--- config.mk ---
export PLATFORM = sky130hd
export DESIGN_NAME = biquad_tdf2_coefficient_ramp_top
export DESIGN_NICKNAME = d
export VERILOG_FILES = /design/src/rtl/core/bqr_pkg.sv /design/src/rtl/core/bqr_ctrl.sv /design/src/rtl/core/bqr_dp.sv /design/src/rtl/core/biquad_tdf2_coefficient_ramp_top.sv
export SDC_FILE = /design/constraint.sdc
export NUM_CORES = 2
export LEC_CHECK = 0
export BUFFER_PORTS_ARGS = -buffer_cell sky130_fd_sc_hd__buf_2
export CAP_MARGIN = 20
export CORE_MARGIN = 3
export CORE_UTILIZATION = 52
export CTS_BUF_LIST = sky130_fd_sc_hd__clkbuf_4
export DETAILED_ROUTE_END_ITERATION = 16
export GPL_ROUTABILITY_DRIVEN = 0
export PLACE_DENSITY = 0.7
export SYNTH_ARGS = -nofsm -noshare
export SYNTH_HDL_FRONTEND = slang
export SYNTH_SLANG_ARGS = --single-unit
--- constraint.sdc ---
create_clock -name clock -period 9.6 [get_ports clock]
set_clock_uncertainty 0.05 [all_clocks]
set_input_delay 0.96 -clock clock [delete_from_list [all_inputs] [get_ports clock]]
set_output_delay 0.96 -clock clock [all_outputs]
set_load 0.1 [all_outputs]
--- src/rtl/core/bqr_pkg.sv ---
`timescale 1ns / 1ps
`default_nettype none
// ----------------------------------------------------------------------------
// Biquad ramp package
// Shared constants, register indexes and the controller-to-datapath command.
// ----------------------------------------------------------------------------
package bqr_pkg;

   localparam int STATE_BITS = 48;
   localparam int GUARD_BITS = 12;
   localparam int NUM_COEFS  = 5;
   localparam int CSR_IDX_W  = 3;
   localparam int RAMP_W     = 4;

   localparam logic [RAMP_W-1:0] RAMP_RESET = 4'd6;

   localparam logic [CSR_IDX_W-1:0] CSR_TARGET_B0 = 3'd0;
   localparam logic [CSR_IDX_W-1:0] CSR_TARGET_B1 = 3'd1;
   localparam logic [CSR_IDX_W-1:0] CSR_TARGET_B2 = 3'd2;
   localparam logic [CSR_IDX_W-1:0] CSR_TARGET_A1 = 3'd3;
   localparam logic [CSR_IDX_W-1:0] CSR_TARGET_A2 = 3'd4;
   localparam logic [CSR_IDX_W-1:0] CSR_RAMP_LOG2 = 3'd5;

   typedef enum logic [2:0] {
      COEF_B0 = 3'd0,
      COEF_B1 = 3'd1,
      COEF_B2 = 3'd2,
      COEF_A1 = 3'd3,
      COEF_A2 = 3'd4
   } coef_idx_type;

   typedef struct packed {
      logic         load;
      logic         coef_upd;
      logic         mul_en;
      coef_idx_type coef_sel;
      logic         use_y;
      logic         y_write;
      logic         t1_write;
      logic         t2_write;
      logic         d1_write;
      logic         d2_write;
   } cmd_type;

endpackage
`default_nettype wire

--- src/rtl/core/bqr_ctrl.sv ---
`timescale 1ns / 1ps
`default_nettype none
// ----------------------------------------------------------------------------
// Biquad ramp controller
// Sequences one sample through coefficient update, five products and write-back.
// ----------------------------------------------------------------------------
module bqr_ctrl
   import bqr_pkg::*;
(
   input  wire logic    clock,
   input  wire logic    reset,
   input  wire logic    req_valid,
   output logic         req_stall,
   output logic         rsp_valid,
   input  wire logic    rsp_stall,
   output cmd_type      cmd
);

   typedef enum logic [7:0] {
      ST_IDLE = 8'b0000_0001,
      ST_COEF = 8'b0000_0010,
      ST_MB0  = 8'b0000_0100,
      ST_MB1  = 8'b0000_1000,
      ST_MB2  = 8'b0001_0000,
      ST_MA1  = 8'b0010_0000,
      ST_MA2  = 8'b0100_0000,
      ST_FIN  = 8'b1000_0000
   } state_type;

   state_type state_ff, state_in;
   logic      rsp_valid_ff, rsp_valid_in;
   logic      out_free;

   assign out_free = !rsp_valid_ff || !rsp_stall;

   always_comb begin
      cmd      = '0;
      state_in = state_ff;
      case (state_ff)
         ST_IDLE: begin
            if (req_valid) begin
               cmd.load = 1'b1;
               state_in = ST_COEF;
            end
         end
         ST_COEF: begin
            cmd.coef_upd = 1'b1;
            state_in     = ST_MB0;
         end
         ST_MB0: begin
            cmd.mul_en   = 1'b1;
            cmd.coef_sel = COEF_B0;
            state_in     = ST_MB1;
         end
         ST_MB1: begin
            // hold here until the word register is free
            if (out_free) begin
               cmd.mul_en   = 1'b1;
               cmd.coef_sel = COEF_B1;
               cmd.y_write  = 1'b1;
               state_in     = ST_MB2;
            end
         end
         ST_MB2: begin
            cmd.mul_en   = 1'b1;
            cmd.coef_sel = COEF_B2;
            cmd.t1_write = 1'b1;
            state_in     = ST_MA1;
         end
         ST_MA1: begin
            cmd.mul_en   = 1'b1;
            cmd.coef_sel = COEF_A1;
            cmd.use_y    = 1'b1;
            cmd.t2_write = 1'b1;
            state_in     = ST_MA2;
         end
         ST_MA2: begin
            cmd.mul_en   = 1'b1;
            cmd.coef_sel = COEF_A2;
            cmd.use_y    = 1'b1;
            cmd.d1_write = 1'b1;
            state_in     = ST_FIN;
         end
         ST_FIN: begin
            cmd.d2_write = 1'b1;
            state_in     = ST_IDLE;
         end
         default: begin
            state_in = ST_IDLE;
         end
      endcase
   end

   assign rsp_valid_in = cmd.y_write || (rsp_valid_ff && rsp_stall);

   always_ff @(posedge clock) begin
      if (reset) begin
         state_ff     <= ST_IDLE;
         rsp_valid_ff <= 1'b0;
      end else begin
         state_ff     <= state_in;
         rsp_valid_ff <= rsp_valid_in;
      end
   end

   assign req_stall = (state_ff != ST_IDLE);
   assign rsp_valid = rsp_valid_ff;

endmodule
`default_nettype wire

--- src/rtl/core/bqr_dp.sv ---
`timescale 1ns / 1ps
`default_nettype none
// ----------------------------------------------------------------------------
// Biquad ramp datapath
// Coefficient glide, shared multiplier, delay states and result register.
// ----------------------------------------------------------------------------
module bqr_dp
   import bqr_pkg::*;
#(
   parameter int SAMPLE_BITS   = 24,
   parameter int COEF_BITS     = 32,
   parameter int MAX_RAMP_LOG2 = 12
) (
   input  wire logic                          clock,
   input  wire logic                          reset,
   input  wire cmd_type                       cmd,
   input  wire logic                          csr_wr_en,
   input  wire logic [CSR_IDX_W-1:0]          csr_index,
   input  wire logic [COEF_BITS-1:0]          csr_wdata,
   input  wire logic signed [SAMPLE_BITS-1:0] req_sample_in,
   input  wire logic                          req_clear_state,
   output logic signed [SAMPLE_BITS-1:0]      rsp_sample_out
);

   localparam int K_W       = (MAX_RAMP_LOG2 < 1) ? 1 : $clog2(MAX_RAMP_LOG2 + 1);
   localparam int POS_W     = (MAX_RAMP_LOG2 < 1) ? 1 : MAX_RAMP_LOG2;
   localparam int PROD_W    = SAMPLE_BITS + COEF_BITS;
   localparam int MUL_SHIFT = COEF_BITS - 16;
   localparam int SH_W      = PROD_W - MUL_SHIFT;
   localparam int ACC_W     = STATE_BITS + 2;
   localparam int YSH_W     = ACC_W - GUARD_BITS;

   localparam logic signed [COEF_BITS-1:0] COEF_ONE =
      {3'b000, 1'b1, {(COEF_BITS-4){1'b0}}};
   localparam logic signed [COEF_BITS-1:0] COEF_MAX = {1'b0, {(COEF_BITS-1){1'b1}}};
   localparam logic signed [COEF_BITS-1:0] COEF_MIN = {1'b1, {(COEF_BITS-1){1'b0}}};
   localparam logic signed [SAMPLE_BITS-1:0] SMP_MAX = {1'b0, {(SAMPLE_BITS-1){1'b1}}};
   localparam logic signed [SAMPLE_BITS-1:0] SMP_MIN = {1'b1, {(SAMPLE_BITS-1){1'b0}}};

   function automatic logic signed [STATE_BITS-1:0] sat_state(
      input logic signed [ACC_W-1:0] v
   );
      logic fits;
      fits = (v[ACC_W-1:STATE_BITS-1] == {(ACC_W-STATE_BITS+1){v[ACC_W-1]}});
      if (fits) begin
         return v[STATE_BITS-1:0];
      end else if (v[ACC_W-1]) begin
         return {1'b1, {(STATE_BITS-1){1'b0}}};
      end else begin
         return {1'b0, {(STATE_BITS-1){1'b1}}};
      end
   endfunction

   // architectural state
   logic signed [COEF_BITS-1:0]   target_ff [NUM_COEFS];
   logic signed [COEF_BITS-1:0]   live_ff   [NUM_COEFS];
   logic signed [COEF_BITS-1:0]   step_ff   [NUM_COEFS];
   logic [RAMP_W-1:0]             ramp_ff;
   logic [POS_W-1:0]              pos_ff;
   logic signed [STATE_BITS-1:0]  d1_ff, d2_ff;

   // per-sample working registers
   logic signed [SAMPLE_BITS-1:0] x_ff, y_ff;
   logic signed [PROD_W-1:0]      p_ff;
   logic signed [ACC_W-1:0]       t1_ff, t2_ff;

   // coefficient glide
   logic [K_W-1:0]                k_val;
   logic [POS_W-1:0]              len_m1;
   logic                          last;
   logic signed [COEF_BITS:0]     diff     [NUM_COEFS];
   logic signed [COEF_BITS:0]     diff_sh  [NUM_COEFS];
   logic signed [COEF_BITS-1:0]   step_in  [NUM_COEFS];
   logic signed [COEF_BITS:0]     sum      [NUM_COEFS];
   logic signed [COEF_BITS-1:0]   live_in  [NUM_COEFS];

   // filter arithmetic
   logic signed [SAMPLE_BITS-1:0] mul_a;
   logic signed [COEF_BITS-1:0]   mul_c;
   logic signed [PROD_W-1:0]      prod_full;
   logic signed [SH_W-1:0]        prod_sh;
   logic signed [ACC_W-1:0]       prod_ext, d1_ext, d2_ext;
   logic signed [ACC_W-1:0]       acc_y, t1_in, d1_sum, d2_sum;
   logic [YSH_W-1:0]              acc_sh;
   logic signed [SAMPLE_BITS-1:0] y_in;

   assign k_val  = (int'(ramp_ff) > MAX_RAMP_LOG2) ? K_W'(MAX_RAMP_LOG2) : K_W'(ramp_ff);
   assign len_m1 = ~({POS_W{1'b1}} << k_val);
   assign last   = (pos_ff >= len_m1);

   always_comb begin
      for (int i = 0; i < NUM_COEFS; i++) begin
         diff[i]    = $signed({target_ff[i][COEF_BITS-1], target_ff[i]})
                    - $signed({live_ff[i][COEF_BITS-1], live_ff[i]});
         diff_sh[i] = diff[i] >>> k_val;
         step_in[i] = diff_sh[i][COEF_BITS-1:0];
         sum[i]     = $signed({live_ff[i][COEF_BITS-1], live_ff[i]})
                    + $signed({step_ff[i][COEF_BITS-1], step_ff[i]});
         if (last) begin
            live_in[i] = target_ff[i];
         end else if (sum[i][COEF_BITS] != sum[i][COEF_BITS-1]) begin
            live_in[i] = sum[i][COEF_BITS] ? COEF_MIN : COEF_MAX;
         end else begin
            live_in[i] = sum[i][COEF_BITS-1:0];
         end
      end
   end

   assign mul_a     = cmd.use_y ? y_ff : x_ff;
   assign mul_c     = live_ff[cmd.coef_sel];
   assign prod_full = mul_a * mul_c;

   assign prod_sh  = p_ff[PROD_W-1:MUL_SHIFT];
   assign prod_ext = $signed({{(ACC_W-SH_W){prod_sh[SH_W-1]}}, prod_sh});
   assign d1_ext   = $signed({{(ACC_W-STATE_BITS){d1_ff[STATE_BITS-1]}}, d1_ff});
   assign d2_ext   = $signed({{(ACC_W-STATE_BITS){d2_ff[STATE_BITS-1]}}, d2_ff});

   assign acc_y  = prod_ext + d1_ext;
   assign acc_sh = acc_y[ACC_W-1:GUARD_BITS];
   assign t1_in  = prod_ext + d2_ext;
   assign d1_sum = t1_ff - prod_ext;
   assign d2_sum = t2_ff - prod_ext;

   always_comb begin
      if (acc_sh[YSH_W-1:SAMPLE_BITS-1] == {(YSH_W-SAMPLE_BITS+1){acc_sh[YSH_W-1]}}) begin
         y_in = acc_sh[SAMPLE_BITS-1:0];
      end else if (acc_sh[YSH_W-1]) begin
         y_in = SMP_MIN;
      end else begin
         y_in = SMP_MAX;
      end
   end

   always_ff @(posedge clock) begin
      if (reset) begin
         for (int i = 0; i < NUM_COEFS; i++) begin
            target_ff[i] <= (i == 0) ? COEF_ONE : '0;
            live_ff[i]   <= (i == 0) ? COEF_ONE : '0;
            step_ff[i]   <= '0;
         end
         ramp_ff <= RAMP_RESET;
         pos_ff  <= '0;
         d1_ff   <= '0;
         d2_ff   <= '0;
      end else begin
         if (csr_wr_en) begin
            case (csr_index) inside
               [CSR_TARGET_B0:CSR_TARGET_A2]: target_ff[csr_index] <= csr_wdata;
               CSR_RAMP_LOG2:                 ramp_ff <= csr_wdata[RAMP_W-1:0];
               default: ;
            endcase
         end
         if (cmd.load) begin
            // new steps only at the start of a block
            if (pos_ff == '0) begin
               for (int i = 0; i < NUM_COEFS; i++) begin
                  step_ff[i] <= step_in[i];
               end
            end
            if (req_clear_state) begin
               d1_ff <= '0;
               d2_ff <= '0;
            end
         end
         if (cmd.coef_upd) begin
            for (int i = 0; i < NUM_COEFS; i++) begin
               live_ff[i] <= live_in[i];
            end
            pos_ff <= last ? '0 : pos_ff + 1'b1;
         end
         if (cmd.d1_write) begin
            d1_ff <= sat_state(d1_sum);
         end
         if (cmd.d2_write) begin
            d2_ff <= sat_state(d2_sum);
         end
      end
   end

   always_ff @(posedge clock) begin
      if (cmd.load) begin
         x_ff <= req_sample_in;
      end
      if (cmd.mul_en) begin
         p_ff <= prod_full;
      end
      if (cmd.y_write) begin
         y_ff <= y_in;
      end
      if (cmd.t1_write) begin
         t1_ff <= t1_in;
      end
      if (cmd.t2_write) begin
         t2_ff <= prod_ext;
      end
   end

   assign rsp_sample_out = y_ff;

endmodule
`default_nettype wire

--- src/rtl/core/biquad_tdf2_coefficient_ramp_top.sv ---
`timescale 1ns / 1ps
`default_nettype none
// ----------------------------------------------------------------------------
// Biquad filter with coefficient ramp
// Transposed direct form II biquad whose live coefficients glide to targets.
// ----------------------------------------------------------------------------
// One signed sample word enters on the req_ channel and one saturated filtered
// word leaves on the rsp_ channel. An accepted sample first steps the five
// live coefficients, then runs five products through a single shared
// multiplier (b0, b1, b2 on the input, a1, a2 on the output) with the delay
// states written back behind them. The result word is registered and is
// written in the step after the b0 product. A new sample is taken as soon
// as the previous one has written its states back, even while its result
// still waits. A stalled result only holds the sequencer when the next
// result is ready to overwrite it. Targets and ramp_log2 are to be written
// on the csr_ port only while the block is idle; the block does not enforce it.
// The glide toward the targets runs in blocks of 2^ramp_log2 samples, with
// ramp_log2 capped at MAX_RAMP_LOG2, and the last sample of each block loads
// the targets exactly. No clearing pass is needed after reset.
// ----------------------------------------------------------------------------
module biquad_tdf2_coefficient_ramp_top
   import bqr_pkg::*;
#(
   parameter int SAMPLE_BITS   = 24,
   parameter int COEF_BITS     = 32,
   parameter int MAX_RAMP_LOG2 = 12
) (
   input  wire logic                          clock,
   input  wire logic                          reset,
   // sample input channel
   input  wire logic                          req_valid,
   output logic                               req_stall,
   input  wire logic signed [SAMPLE_BITS-1:0] req_sample_in,
   input  wire logic                          req_clear_state,
   // filtered sample channel
   output logic                               rsp_valid,
   input  wire logic                          rsp_stall,
   output logic signed [SAMPLE_BITS-1:0]      rsp_sample_out,
   // register write port
   input  wire logic                          csr_wr_en,
   input  wire logic [CSR_IDX_W-1:0]          csr_index,
   input  wire logic [COEF_BITS-1:0]          csr_wdata
);

   cmd_type cmd;

   // sequencer: owns the handshakes and drives the datapath commands
   bqr_ctrl u_ctrl (
      .clock     (clock),
      .reset     (reset),
      .req_valid (req_valid),
      .req_stall (req_stall),
      .rsp_valid (rsp_valid),
      .rsp_stall (rsp_stall),
      .cmd       (cmd)
   );

   // arithmetic, coefficient glide and all filter state
   bqr_dp #(
      .SAMPLE_BITS   (SAMPLE_BITS),
      .COEF_BITS     (COEF_BITS),
      .MAX_RAMP_LOG2 (MAX_RAMP_LOG2)
   ) u_dp (
      .clock           (clock),
      .reset           (reset),
      .cmd             (cmd),
      .csr_wr_en       (csr_wr_en),
      .csr_index       (csr_index),
      .csr_wdata       (csr_wdata),
      .req_sample_in   (req_sample_in),
      .req_clear_state (req_clear_state),
      .rsp_sample_out  (rsp_sample_out)
   );

   // a new result never overwrites a word that is still waiting
   a_result_no_overwrite: assert property (@(posedge clock) disable iff (reset)
      cmd.y_write |-> (!rsp_valid || !rsp_stall))
      else $error("result written over a stalled word");

   // the coefficient step always directly follows the sample load
   a_coef_after_load: assert property (@(posedge clock) disable iff (reset)
      cmd.coef_upd |-> $past(cmd.load))
      else $error("coefficient update without a preceding load");

   // each sequencer step commits at most one kind of state write
   a_single_commit: assert property (@(posedge clock) disable iff (reset)
      $onehot0({cmd.load, cmd.coef_upd, cmd.y_write, cmd.t1_write,
                cmd.t2_write, cmd.d1_write, cmd.d2_write}))
      else $error("overlapping datapath writes");

endmodule
`default_nettype wire
## Word level (Yosys, flattened, before mapping)

Memory sizes are Yosys's and may differ from the RTL's.
Index checks and enable logic that the tools add are counted.

- Memory bits (writable): 480
- Output and inout port bits: 26
- Register bits after elaboration: 315
- Memories kept: 3
- Word-level logic and storage cells: 158

- Add/subtract/negate cells: 15
- Order comparisons: 4
- Bitwise logic cells: 12
- Multiplexer cells: 69
- Shift operators: 6
- Equality and inequality tests: 20
- Reduce and logical (&&, ||, !) cells: 17
- Multipliers: 1

Memories:

| memory | depth | width | rd ports | clocked after Yosys merged registers in | wr ports | line | RTL |
|---|---|---|---|---|---|---|---|
| u_dp.live_ff | 5 | 32 | 6 | 0 | 5 | bqr_dp.sv:56 | `logic signed [COEF_BITS-1:0] live_ff [NUM_COEFS];` |
| u_dp.step_ff | 5 | 32 | 5 | 0 | 5 | bqr_dp.sv:57 | `logic signed [COEF_BITS-1:0] step_ff [NUM_COEFS];` |
| u_dp.target_ff | 5 | 32 | 5 | 0 | 5 | bqr_dp.sv:55 | `logic signed [COEF_BITS-1:0] target_ff [NUM_COEFS];` |

Operators by type and width:

| cell | count |
|---|---|
| 2-to-1 mux 32 bit | 26 |
| 2-to-1 mux 48 bit | 8 |
| adder 32 x 32 -> 33 bit | 5 |
| >>> shifter 33 x 4 -> 32 bit | 5 |
| subtractor 32 x 32 -> 33 bit | 5 |
| adder 40 x 48 -> 49 bit | 2 |
| 2-to-1 mux 24 bit | 3 |
| multiplier 24 x 32 -> 56 bit | 1 |
| one-hot mux 8 bit (7 select lines) | 1 |
| subtractor 50 x 40 -> 50 bit | 1 |
| subtractor 40 x 40 -> 41 bit | 1 |
| OR reduction 32 bit | 1 |
| 2-to-1 mux 1 bit | 24 |
| one-hot mux 4 bit (5 select lines) | 1 |
| 2-to-1 mux 8 bit | 2 |
| equality test 14 bit | 1 |
| adder 12 x 1 -> 12 bit, second input constant | 1 |
| >= comparator 12 bit | 1 |
| zero test 12 bit | 1 |
| 2-to-1 mux 12 bit | 1 |
| inverter 12 bit | 1 |
| << shifter 12 x 4 -> 12 bit, first input constant | 1 |
| OR 1 bit | 10 |
| equality test 8 x 1 -> 1 bit, second input constant | 1 |
| other kinds (26) | 40 |

## Depth between registers and ports, before layout

- Depth in word-level cells: 8
- Mapped depth: 41
- Gate-level depth less buffers: 37

## Modules after synthesis

From an unflattened synthesis, not the netlist that was laid out.

- Cells, all modules: 9914
- Area, all modules: 88758.9 um^2

By module, submodules not included:

| module | instances | seq. area each (um^2) | area an instance (um^2) | cells an instance |
|---|---|---|---|---|
| bqr_dp | 1 | 21830.9 | 88277.2 | 9850 |
| bqr_ctrl | 1 | 180.2 | 481.7 | 64 |

## Worst setup path before layout

OpenSTA, ideal clock, no wires.

- Kind: reg2reg
- Start point: register u_ctrl.rsp_valid_ff, in the netlist u_ctrl.rsp_valid
- End point: register u_dp.p_ff[41], data pin
- Data required time: 9.291 ns
- Clock period less this slack: 10.402 ns
- Path slack: -0.802 ns
- Arrival: 10.093 ns
- Cell stages (with the launch flop): 39
- Path through: dfxtp_1 -> nand2_1 -> nand4_1 -> inv_1 -> nor2_1 -> clkbuf_1 -> clkbuf_1 -> nand2_1 -> o211ai_1 -> nand3_1 -> nand2_1 -> clkbuf_1 -> nand2_1 -> fa_1 -> fa_1 -> inv_1 -> fa_1 -> inv_1 -> [... 3 more ...] -> fa_1 -> inv_1 -> fa_1 -> inv_1 -> ha_1 -> and4_1 -> nor2b_1 -> a221oi_2 -> nor2_1 -> a221oi_1 -> o31ai_4 -> o311ai_4 -> a21oi_2 -> a211oi_2 -> o21bai_1 -> a221o_1 -> a21oi_1 -> xnor2_1

- Cells in the longest elaborated chain, start to end: 6

Ends and longest elaborated chain:

| what | line | RTL |
|---|---|---|
| start, declared | bqr_ctrl.sv:31 | `logic rsp_valid_ff, rsp_valid_in;` |
| start signal, assigned | bqr_ctrl.sv:102 | `rsp_valid_ff <= rsp_valid_in;` |
| zero test 1 bit | bqr_ctrl.sv:34 | `assign out_free = !rsp_valid_ff \|\| !rsp_stall;` |
| logical OR 1 bit | bqr_ctrl.sv:34 |  |
| 2-to-1 mux 4 bit | bqr_ctrl.sv:57 | `if (out_free) begin` |
| one-hot mux 4 bit (5 select lines) | bqr_ctrl.sv:39 | `case (state_ff)` |
| memory read (5 x 32 bit) | -- |  |
| multiplier 24 x 32 -> 56 bit | bqr_dp.sv:111 | `assign prod_full = mul_a * mul_c;` |
| via u_dp.prod_full[41] | bqr_dp.sv:80 | `logic signed [PROD_W-1:0] prod_full;` |
| end signal, assigned | bqr_dp.sv:185 | `p_ff <= prod_full;` |
| end, declared | bqr_dp.sv:64 | `logic signed [PROD_W-1:0] p_ff;` |

The timed path passes the listed nets, and every way through them passes these cells.
A chain may end at the register's enable or synchronous reset.

## Worst setup path in the final report

- Start point: register u_ctrl.state_ff[3]
- End point: register u_dp.p_ff[41], data pin

- Cells in the longest elaborated chain, start to end: 5
- Elaborated cells between the ends (all ways): 11
- Those cells by class: mul: 1; eq/ne: 5; mux: 3; reduce/logical: 1; memory: 1

Ends and longest elaborated chain:

| what | line | RTL |
|---|---|---|
| start, declared | bqr_ctrl.sv:30 | `state_type state_ff, state_in;` |
| start signal, assigned | bqr_ctrl.sv:101 | `state_ff <= state_in;` |
| branches (longest 4 deep; another with memory read (5 x 32 bit)) | -- |  |
| multiplier 24 x 32 -> 56 bit (*) | bqr_dp.sv:111 |  |
| via u_dp.prod_full[41] | bqr_dp.sv:80 |  |

Mark *: on every way through the listed nets, which the timed path passes.

==> flow_results.org <==
** Power
- Dividing total power by cell area gives a power density of 384 mW/mm2.
- Clock power share :: 0.085
- Worst IR Drop VDD :: ~0.0012 V
- The internal power of the cells totals 19.2 mW.
- Of the total power, the share spent switching nets is 0.490.
- Sequential fraction of design power :: 0.137
- Summed over all nets, the switching power comes to 18.5 mW.
- Leakage power :: 43.9 nW
- Overall power :: 37.7 mW
- Of the total power, combinational logic draws 0.779.

** Clock network
- The tree is rooted in a sky130_fd_sc_hd__clkbuf_4.
- The longest clock path from root to sink contains 3 buffers.
- Clock insertion delay at the later pin of the skew report :: roughly 1.4 ns
- In this run, CTS created clock tree buffers numbering 220.
- Clock-pin slew was measured on the worst setup and hold paths at 0.07 ns.
- TritonCTS built the clock tree.
- The clock drives ~770 sinks.
- The H-tree was split into 4 levels.

** Floorplan
- Std-Cell Rows :: about 150
- Die width :: 422 um
- 91 I/O pins were placed.
- For this configuration, the core starts out at a cell density of 0.524.
- Core region area :: 0.172 mm2
- The die is 422 um tall.
- Die area :: ~0.18 mm2

** GRT
- Number of global-route vias before repair :: 79500
- GR Util All Layers :: 0.359
- GRT overflow :: 0
- Entering global routing, the biggest net connects 110 pins.
- The initial antenna violation count came to 35.
- The first global-routing pass estimated 487000 um of wire.

** Layout
- For this run, the post-layout net count is approximately 12000.
- Share of the core filled with cells in the final layout :: 0.572
- In the final layout, the share of cells above drive strength 1 is 0.0980.
- Syn-to-layout area delta :: 9.08%

** Status
- The flow ran to the end, and the final reports show no timing, DRC or antenna violations.

** Timing
- The count of final hold-check violations came to 0.
- Setup repair after global routing left no endpoint under its margin.
- Worst max-slew margin expressed relative to the limit :: 0.187
- Of the available clock period, the critical path in the final layout requires 0.973.
- Fmax :: 0.107 GHz
- At the pin with the least slew margin, the transition time is 1.22 ns.
- Setup violations remaining at the end of the flow were counted as 0.
- Smallest hold slack :: 0.132 ns
- The clock period could shrink to 9.34 ns.
- The total count of max-transition violations in the final report came to 0.

** Setup path
- The largest individual stage delay along the critical path comes from the cell sky130_fd_sc_hd__fa_1.
- Required time at the endpoint of the critical path :: 10.57 ns
- Arr. time, crit path :: ~10 ns
- Nature of the critical path startpoint :: flop
- Critical path's largest stage delay :: 0.53 ns
- STA classifies the critical path endpoint as a flop.
- Critical Setup Path Class :: flop to flop
- In this run the critical register-to-register path is launched from u_ctrl.state_ff[3].
- Critical R2R Capture :: u_dp.p_ff[41]
- R2r worst-path depth :: 33
- Setup slack of the most critical reg-to-reg path :: 0.26 ns
- In this run the worst path has a maximum fanout of 35.
- The most numerous cell type found on the critical path is sky130_fd_sc_hd__fa_1.

** Synthesis
- Number of instances in the synthesized netlist :: 10200
- Top cell type's share of synthesized area :: 0.219
- Number of nets in the synthesized netlist :: 11700
- Sorting the synthesized cells by area gives the leading types as sky130_fd_sc_hd__edfxtp_1, sky130_fd_sc_hd__fa_1, sky130_fd_sc_hd__ha_1.
- Most used standard cell by instance count after synthesis :: sky130_fd_sc_hd__inv_1
- In this run, distinct cell masters in the synthesized netlist total 110.
- Seq cells post-synth :: 771
- For this run, the register share of the synthesized area comes to 0.245.
- In this run, synthesis inferred around 660 flip-flops with an integrated enable.
- During synthesis, Yosys emitted a total of 0 warnings.
- Dividing the synthesized area by the synthesized cell count gives 8.82 um2.
- Largest area contributor in the synthesized netlist :: sky130_fd_sc_hd__edfxtp_1
- Cell types with the highest counts after synthesis :: sky130_fd_sc_hd__inv_1, sky130_fd_sc_hd__nand2_1, sky130_fd_sc_hd__nor2_1
- Netlist area before placement :: 0.0900 mm2
- In the synthesized netlist the async set-or-reset flop fraction comes to 0.
- Among all flip-flop cells after synthesis, the most frequent one is sky130_fd_sc_hd__edfxtp_1.

** Routing
- Via count of the routed design :: just over 80000
- In the final routed layout, each cell accounts on average for 25.2 um.
- Number of DRC markers in iteration 0 :: about 11000
- For this run, design rule violations remaining after detail routing come to 0.
- Number of nets with antenna violations after detailed routing :: 0
- Number of iterations in the first detailed-routing pass :: 8
- Dividing the detail-routed via count by the number of cells gives 6.32.
- For this block, the routed nets add up to 327000 um of wire.

** Hold path
- Start point of the worst hold path :: csr_wdata[28]
- Along the worst hold path, the cell count comes to 2.
- The min-delay analysis places its worst path in the category input port to flop.
- The path with the worst hold slack has its endpoint at u_dp.target_ff[0][28].

** Placement
- Number of port buffers :: 90
- The wire-length estimate of the detail-placed layout is 254000 um.

** Flow run
- Max-cap violations in this run came to 0.
kinds of logic (layout without fill, tap and decap cells):
group,Yosys count,in the layout,share of synthesized area
other cells,0,43,0
simple gates,2988,2988,0.151
fa+ha+maj,1530,1530,0.277
xor+xnor,453,453,0.0441
buf+inv,1644,2036,0.0690
flops,771,771,0.245
mux,255,255,0.0310
compound gates,2567,2567,0.183
metal layers:
metal	part of all wire	global-route usage
met1	0.37	0.450
met4	0.069	0.218
met5	0.00029	0
met3	0.14	0.139
met2	0.42	0.520
cells in the final DEF (no fill, tap or decap), types with 52 or more instances in the layout:
master and instances:
sky130_fd_sc_hd__inv_1 1144, sky130_fd_sc_hd__nand2_1 994, sky130_fd_sc_hd__nor2_1 933, sky130_fd_sc_hd__fa_1 792, sky130_fd_sc_hd__a21oi_1 782, sky130_fd_sc_hd__edfxtp_1 657
sky130_fd_sc_hd__ha_1 653, sky130_fd_sc_hd__o21ai_0 492, sky130_fd_sc_hd__buf_4 336, sky130_fd_sc_hd__clkbuf_4 299, sky130_fd_sc_hd__xnor2_1 282, sky130_fd_sc_hd__a21o_1 248
sky130_fd_sc_hd__and2_1 207, sky130_fd_sc_hd__mux2i_1 172, sky130_fd_sc_hd__a211oi_1 169, sky130_fd_sc_hd__xor2_1 169, sky130_fd_sc_hd__nand3_1 165, sky130_fd_sc_hd__and3_1 124
sky130_fd_sc_hd__o211ai_1 118, sky130_fd_sc_hd__nor3_1 118, sky130_fd_sc_hd__dfxtp_1 106, sky130_fd_sc_hd__nor2b_1 102, sky130_fd_sc_hd__o21a_1 95, sky130_fd_sc_hd__buf_2 89
sky130_fd_sc_hd__nand2b_1 88, sky130_fd_sc_hd__maj3_1 78, sky130_fd_sc_hd__a31oi_1 74, sky130_fd_sc_hd__clkinv_1 66, sky130_fd_sc_hd__mux2_2 57, sky130_fd_sc_hd__nand4_1 54
sky130_fd_sc_hd__o21bai_1 52
power by group through the flow:
stage	clock network [mW]	registers [mW]	logic [mW]
after global placement	0	5.21	27.8
after CTS	3.23	5.14	28.5
after detailed placement	0	5.21	28.3
final	3.19	5.15	29.4
after global routing	3.41	5.15	31.9
after floorplan	0	5.11	18.1
stage by stage:
stage	TNS [ns]	instance area, um2	cells	worst slack (ns)
3_3_place_gp	-0.0148	94700	12500	-0.0148
3_5_place_dp	-0.518	94700	12500	-0.164
5_1_grt	0	98100	12900	0.000106
4_1_cts	0	97900	12900	0.157
6_report	0	98200	13000	0.255
2_1_floorplan	0	90500	10200	0.0151
critical path, delay by kind of cell, from the launching register on:
kind | cells | cell delay (ns)
simple gates | 5 | 0.88
mux | 1 | 0.27
buf+inv | 7 | 1.00
flops | 1 | 0.35
xor+xnor | 1 | 0.08
fa+ha+maj | 8 | 3.80
compound gates | 11 | 2.57
layout make-up:
cell class                 count  area [um2]
inverter                    1154        4350
timing repair buffer         478        3710
clock buffer                 299        2240
clock inverter               105         561
fill                       15200       73600
antenna                       43         108
multi-input combinational   7793       62300
tap                         2310        2890
sequential                   771       22000
registers in the layout, indices dropped and copies added (netlist names), 40 cells and up:
register / flops
u_dp.t1_ff: 49
u_dp.d2_ff: 41
u_dp.p_ff: 40
u_dp.live_ff: 160
u_dp.d1_ff: 48
u_dp.step_ff: 160
u_dp.target_ff: 160
u_dp.t2_ff: 40
what timing repair did:
item | in CTS | in global routing
hold buffers | 31 | 0
resized for setup | 0 | 10
setup buffers | 0 | 12
endpoints found under the setup margin | 0 | 14
hold endpoints to repair | 41 | 0
how the worst max path moves through the flow:
stage / startpoint / depth (start not counted) / endpoint / slack (ns)
after floorplan: u_ctrl.state_ff[3] / 34 / u_dp.p_ff[41] / 0.02
after global placement: rsp_stall / 37 / u_dp.p_ff[55] / -0.01
after detailed placement: rsp_stall / 36 / u_dp.p_ff[41] / -0.16
after CTS: u_ctrl.state_ff[6] / 31 / u_dp.p_ff[41] / 0.16
after global routing: u_ctrl.state_ff[1] / 37 / u_dp.p_ff[41] / 0.0001
final: u_ctrl.state_ff[3] / 33 / u_dp.p_ff[41] / 0.26
No activity file was read; power rests on OpenSTA's default activity.
